**src/rtl/tdpt_pkg.sv**
```systemverilog
// ---------------------------------------------------------------------------
// tdpt_pkg
// Shared constants, controller states and command/status types for the
// trial-division prime tester.
// ---------------------------------------------------------------------------
package tdpt_pkg;

  localparam int WIDTH   = 16;            // tested bits of the value
  localparam int VALUE_W = 16;            // port width of the value field
  localparam int SQ_W    = WIDTH + 2;     // running divisor square
  localparam int CNT_W   = $clog2(WIDTH); // remainder bit counter

  typedef enum logic [2:0] {
    ST_IDLE,
    ST_CHECK,
    ST_DIV,
    ST_TEST,
    ST_DONE
  } state_t;

  typedef struct packed {
    logic load;       // capture value, divisor 2, square 4
    logic div_start;  // clear remainder, load dividend bits
    logic div_step;   // one restoring remainder step
    logic advance;    // next divisor, update square
    logic load_out;   // move verdict into output register
    logic prime;      // verdict to load
  } cmd_t;

  typedef struct packed {
    logic lt2;        // value below two
    logic sq_gt;      // divisor squared exceeds value
    logic rem_zero;   // remainder is zero
    logic cnt_last;   // last remainder step this cycle
  } sts_t;

endpackage

```
**src/rtl/tdpt_ctrl.sv**
```systemverilog
// ---------------------------------------------------------------------------
// tdpt_ctrl
// Controller: sequences divisor checks and remainder steps, owns the
// handshakes of both channels.
// ---------------------------------------------------------------------------
module tdpt_ctrl import tdpt_pkg::*; (
  input  logic clk,
  input  logic rst_n,
  input  logic in_valid,
  output logic in_ready,
  output logic out_valid,
  input  logic out_ready,
  input  sts_t sts,
  output cmd_t cmd
);

  state_t state_r, state_nxt;
  logic   out_valid_r, out_valid_nxt;
  logic   prime_r, prime_nxt;
  logic   out_free;

  assign out_free = !out_valid_r || out_ready;

  always_comb begin
    state_nxt = state_r;
    unique case (state_r)
      ST_IDLE:  if (in_valid) state_nxt = ST_CHECK;
      ST_CHECK: state_nxt = (sts.lt2 || sts.sq_gt) ? ST_DONE : ST_DIV;
      ST_DIV:   if (sts.cnt_last) state_nxt = ST_TEST;
      ST_TEST:  state_nxt = sts.rem_zero ? ST_DONE : ST_CHECK;
      ST_DONE:  if (out_free) state_nxt = ST_IDLE;
      default:  state_nxt = ST_IDLE;
    endcase
  end

  always_comb begin
    prime_nxt = prime_r;
    if (state_r == ST_CHECK) begin
      if (sts.lt2) begin
        prime_nxt = 1'b0;
      end else if (sts.sq_gt) begin
        prime_nxt = 1'b1;
      end
    end
    if (state_r == ST_TEST && sts.rem_zero) begin
      prime_nxt = 1'b0;
    end
    out_valid_nxt = out_valid_r;
    if (state_r == ST_DONE && out_free) begin
      out_valid_nxt = 1'b1;
    end else if (out_ready) begin
      out_valid_nxt = 1'b0;
    end
  end

  always_comb begin
    cmd           = '0;
    cmd.prime     = prime_r;
    in_ready      = 1'b0;
    unique case (state_r)
      ST_IDLE: begin
        in_ready = 1'b1;
        cmd.load = in_valid;
      end
      ST_CHECK: cmd.div_start = !sts.lt2 && !sts.sq_gt;
      ST_DIV:   cmd.div_step  = 1'b1;
      ST_TEST:  cmd.advance   = !sts.rem_zero;
      ST_DONE:  cmd.load_out  = out_free;
      default: ;
    endcase
  end

  always_ff @(posedge clk) begin
    if (!rst_n) begin
      state_r     <= ST_IDLE;
      out_valid_r <= 1'b0;
      prime_r     <= 1'b0;
    end else begin
      state_r     <= state_nxt;
      out_valid_r <= out_valid_nxt;
      prime_r     <= prime_nxt;
    end
  end

  assign out_valid = out_valid_r;

endmodule

```
**config.mk**
```make
export PLATFORM = sky130hd
export DESIGN_NAME = tdpt_ctrl
export DESIGN_NICKNAME = d
export VERILOG_FILES = /design/src/rtl/tdpt_pkg.sv /design/src/rtl/tdpt_ctrl.sv
export SDC_FILE = /design/constraint.sdc
export NUM_CORES = 1
export LEC_CHECK = 0
export BUFFER_PORTS_ARGS = -buffer_cell sky130_fd_sc_hd__buf_2
export CORE_AREA = 8 8 45 47
export CTS_CLUSTER_DIAMETER = 150
export DETAILED_ROUTE_END_ITERATION = 10
export DIE_AREA = 0 0 53 55
export SLEW_MARGIN = 5
export SYNTH_ARGS = -nofsm -noshare
export SYNTH_HDL_FRONTEND = slang
export SYNTH_SLANG_ARGS = --single-unit
```
**constraint.sdc**
```tcl
create_clock -name clk -period 1.3 [get_ports clk]
set_input_delay 0.26 -clock clk [delete_from_list [all_inputs] [get_ports clk]]
set_output_delay 0.26 -clock clk [all_outputs]
set_load 0.1 [all_outputs]
```
==> results of run 1 <==
[placed cells by master (no fill, tap or decap), drive strengths merged]
master / netlist / routed
mux2i: 2 / 2
nor2: 2 / 2
buf: 4 / 28
nand2b: 3 / 3
nor3b: 4 / 4
o21a: 2 / 2
clkbuf: 0 / 4
a211oi: 2 / 2
nor2b: 4 / 4
nor3: 2 / 2
and2: 2 / 2
dfxtp: 5 / 5
o221a: 1 / 1
[area by class of cell]
| type | count | share of cell area, % |
|---|---|---|
| multi-input cells | 24 | 34.6 |
| repair buffers | 28 | 43.3 |
| well taps | 16 | 2.78 |
| flip-flops and latches | 5 | 15.7 |
| clock buffers | 4 | 3.65 |
[worst reg2reg max path, stage by stage, from the launching register on]
cell and delay, ps:
dfxtp_2 320, buf_6 120, nand2b_4 170, buf_4 150
nor3b_2 170, o221a_2 190
[power by group through the flow]
stage	clock, uW	sequential [uW]	combinational [uW]
floorplan	0	181	205
global placement	0	176	318
detailed placement	0	177	320
CTS	190	175	345
global route	201	178	364
finish	185	175	351
[kinds of logic (layout without fill, tap and decap cells)]
| kind of cell | Yosys count | count (layout) | share of synthesized area [%] |
|---|---|---|---|
| buffers and inverters | 4 | 32 | 11.1 |
| muxes | 2 | 2 | 5.93 |
| AOI/OAI and AO/OA | 5 | 5 | 12.2 |
| DFF | 5 | 5 | 29.6 |
| and+or+nand+nor | 17 | 17 | 41.1 |
[how the worst max path moves through the flow]
stage	slack (ps)	to	start	depth (start not counted)
after global placement	20	cmd[1]	state_r[1]	3
after detailed placement	-4	cmd[1]	state_r[1]	3
after floorplan	-670	cmd[5]	state_r[1]	3
final	-210	cmd[5]	state_r[0]	4
after CTS	-220	cmd[4]	state_r[1]	4
after global routing	-260	cmd[5]	state_r[0]	4
[repair_timing]
item                                    CTS  global route
pin swaps                                 4             2
hold buffers                              0             0
resized for setup                        13             0
endpoints found under the setup margin    6             6
setup buffers                             4             2
[metrics by stage]
stage	area, um2	hold WS [ps]	utilization, %	worst slack, ps	total power [uW]
2_1_floorplan	379	377	-	-669	386
3_3_place_gp	606	519	43.8	24.9	494
3_5_place_dp	606	527	43.8	-3.95	497
4_1_cts	704	269	50.9	-218	711
5_1_grt	719	268	52.0	-258	743
6_report	719	275	52.0	-206	711
[layer usage]
metal	global-route usage [%]	share of wire (%)	up-vias
li1	-	-	172
met1	7.16	37	154
met2	12.5	54	12
met3	3.21	6.5	3
met4	9.05	2.9	0
met5	0	0	-
[flip-flops by register name (all words and copies together) (netlist names)]
name,count
state_r,3
out_valid,1
prime_r,1
==> reports/results.ini, run 1 <==
[setup_path]
r2r_cells=5
cp_top_family=simple AND/OR/NAND/NOR gates
cp_slowest_cell=dfxtp_4
endpoint_kind=primary output
worstPathRequired_ps=1040
worstPathCellList=buf_6, nor3_4, and2_4, buf_12
rr_startpoint=state_r[2]
r2r_end=prime_r
cp.arrival_ps=1250
path_buf_inv=2
startpoint_type=flop
worstPathMaxFanout=3
critPathMaxStageDelay_ps=350
critical_path_class=flop to primary output
r2r_slack_ps=130

[route]
wl_per_cell_um=11.8
drc=0
vias=341
dr.pass1.iters=2
wirelength_um=907
ant_nets=0
drt-initial-drc-count=1
drt-vias-per-instance=4.43

[synthesis]
syn_area_um2=338
yosys_warnings=0
synthTopCellsByCount=dfxtp_1, nor2b_1
yosysMostFrequentCell=dfxtp_1
async_flop_share_pct=0
synth_cell_types=17
synth_area_leaders=dfxtp_1, nor2b_1, buf_6
yosys_most_used_dff=dfxtp_1
ys_ff_latch=5
netlist_instances=33
synth_top_cell_area_share_pct=29.6
synth-edff-count=0
syn_avg_cell_area_um2=10.2
seq_area_frac_synth_pct=29.6
synth_nets=41
yosysTopAreaCell=dfxtp_1

[timing]
fin_ws_ps=-206
skew_ps=3.82
setup_violations=6
drv_slew=0
max_freq_mhz=664
tightest_slew_ps=289
fin_tns_setup_ps=-875
fin_crit_ps=1510
slew_headroom_pct=80.7
grt_setup_unrepaired=yes
hold_viol=0
fin_crit_sh_pct=116

[job]
drv_cap=0

[worst_hold_path]
hp-start=rst_n
hold_depth=2
holdPathEnd=state_r[2]
hold_path_class=input port to flop

[floorplanning]
initial_utilization_pct=24.4
die_h_um=55
rows=14
core_area_um2=1380
dieArea_um2=2920
io_pins=16
die-width_um=53

[power_and_ir_drop]
cell_internal_pwr_uw=437
switchingPower_uw=274
power.leakage_uw=0.000301
p_sw_share_pct=38.5
pwr-share-seq_pct=24.6
vdd_drop_max_uv=539
combPwrFrac_pct=49.3
power.density_nw_per_um2=989
p_clk_share_pct=26.0

[global_route]
grt_max_degree=6
grt_usage_pct=7.88
grt_pass1_vias=369
gr-total-overflow=0
antenna_found_initial=0
grt_pass1_wl_um=1610

[clock_network]
cts_buffer_depth=2
cts_tree=done
cts_root_buf=clkbuf_4
numClockSinks=5
clock_latency_ps=250
cts-buffers-inserted=3
cts.clk_slew.worst_paths_ps=50
htreeDepth=1

[layout]
layoutNonFillerInstCount=77
nets=70
multi_input_area_um2=249
regArea_um2=113
fillCellCount=127
diodes=0
syn_to_final_growth_pct=113
drive_gt1_share_pct=77.0

[placement]
io_buffers=15
finalWeightedCongestion=0.839
hpwl_um=699
dpl.cell_count=67

[run_status]
violations=setup timing
status=complete, but fails checks

Power figures use the tool's default switching activity.
==> inputs of run 2 (changes only) <==
Settings changed: BUFFER_PORTS_ARGS -buffer_cell sky130_fd_sc_hd__buf_2 to default, DONT_BUFFER_PORTS from default to 1.
==> reports/results.ini, run 2 (same netlist as run 1, synthesis figures left out) <==
[run_status]
status=complete, but fails checks
violations=setup timing

[setup_path]
worstPathRequired_ps=1040
critPathMaxStageDelay_ps=330
worstPathMaxFanout=4
r2r_slack_ps=220
r2r_end=state_r[2]
rr_startpoint=state_r[1]
critical_path_class=flop to primary output
endpoint_kind=primary output
worstPathCellList=buf_6, nor3_4, and2_4, buf_12
cp.arrival_ps=1220
r2r_cells=5
startpoint_type=flop
cp_slowest_cell=dfxtp_2

[power_and_ir_drop]
vdd_drop_max_uv=605
power.density_nw_per_um2=1050
power.leakage_uw=0.000249

[clock_network]
cts_tree=done
cts.clk_slew.worst_paths_ps=50
cts_root_buf=clkbuf_4
clock_latency_ps=250
cts_buffer_depth=2
numClockSinks=5
cts_hold_buf=0
cts-buffers-inserted=3
htreeDepth=1

[timing]
slew_headroom_pct=79.9
grt_setup_unrepaired=yes
holdWs_ps=125
setup_violations=6
tightest_slew_ps=301
fin_crit_ps=1480
drv_slew=0
max_freq_mhz=676
hold_viol=0
fin_ws_ps=-180
fin_tns_setup_ps=-849
fin_crit_sh_pct=114
skew_ps=5.19

[route]
ant_nets=0
drt-vias-per-instance=4.48
drt-initial-drc-count=3
wirelength_um=784
wl_per_cell_um=11.7
vias=300
drc=0
dr.pass1.iters=3

[placement]
dpl-instance-area_um2=549
finalWeightedCongestion=0.616
io_buffers=0
hpwl_um=626

[global_route]
antenna_found_initial=0
grt_usage_pct=6.18
grt_max_degree=7
gr-total-overflow=0
grt_pass1_vias=310
grt_pass1_wl_um=1280

[layout]
largest_reg_flops=3
syn_to_final_growth_pct=87.0
largest-register=state_r
drive_gt1_share_pct=72.5
fin_util_pct=45.7
final_area_um2=632
final_cell_mix=buf_4, buf_12, clkbuf_4, dfxtp_4
nets=60
final_common_cell=buf_4
diodes=0

[job]
drv_cap=0

[floorplanning]
rows=14
dieArea_um2=2920
die-width_um=53
initial_utilization_pct=24.4
io_pins=16
core_area_um2=1380
die_h_um=55

[worst_hold_path]
hold_depth=1
hold_path_class=input port to flop
holdPathEnd=out_valid
hp-start=rst_n

run 2: changes by cell type in the layout (fill, tap and decap cells not counted), sizes merged:
cell and delta:
buf -10
run 2: how the worst max path moves through the flow:
stage / startpoint / to / slack [ps] / depth (start not counted)
after floorplan: state_r[1] / cmd[5] / -670 / 3
after global placement: state_r[1] / cmd[4] / -0.5 / 4
after detailed placement: state_r[1] / cmd[4] / -20 / 4
after CTS: state_r[1] / cmd[4] / -190 / 4
after global routing: state_r[0] / cmd[5] / -240 / 4
final: state_r[2] / cmd[5] / -180 / 4
run 2: cell type report:
type                            count  area [um2]
Tap cell                           16        20.0
Timing Repair Buffer               18         218
Clock buffer                        4        26.3
Multi-Input combinational cell     24         255
Fill cell                         133         752
Sequential cell                     5         113
run 2: worst max-delay path, delay by kind of cell (launching register included):
family / cells / cell delay [ps]
buffers and inverters: 2 / 280
DFF: 1 / 330
and+or+nand+nor: 2 / 350
run 2: what timing repair did:
| action | in CTS | in global routing |
|---|---|---|
| gates resized for setup | 11 | 1 |
| buffers inserted | 2 | 0 |
| pin swaps | 1 | 1 |
| gates cloned | 0 | 0 |
| endpoints found under the setup margin | 7 | 6 |
run 2: power by group:
part           switching (uW)  internal, uW  leakage, uW
combinational             178           129     0.000190
sequential               15.1           163    0.0000434
clock                    65.9           116    0.0000150
total                     259           408     0.000249
run 2: stage by stage:
stage / std cells / total power, uW / setup slack, ps
after floorplan: 33 / 386 / -669
after global placement: 61 / 456 / -0.452
after detailed placement: 61 / 457 / -19.8
after CTS: 67 / 677 / -195
after global routing: 67 / 706 / -239
final: 67 / 667 / -180
run 2: metal layers:
metal,vias up,global-route usage [%],wire length [um]
li1,149,-,-
met1,136,5.49,273
met2,13,10.4,401
met3,2,3.21,95
met4,0,5.17,14
met5,-,0,0
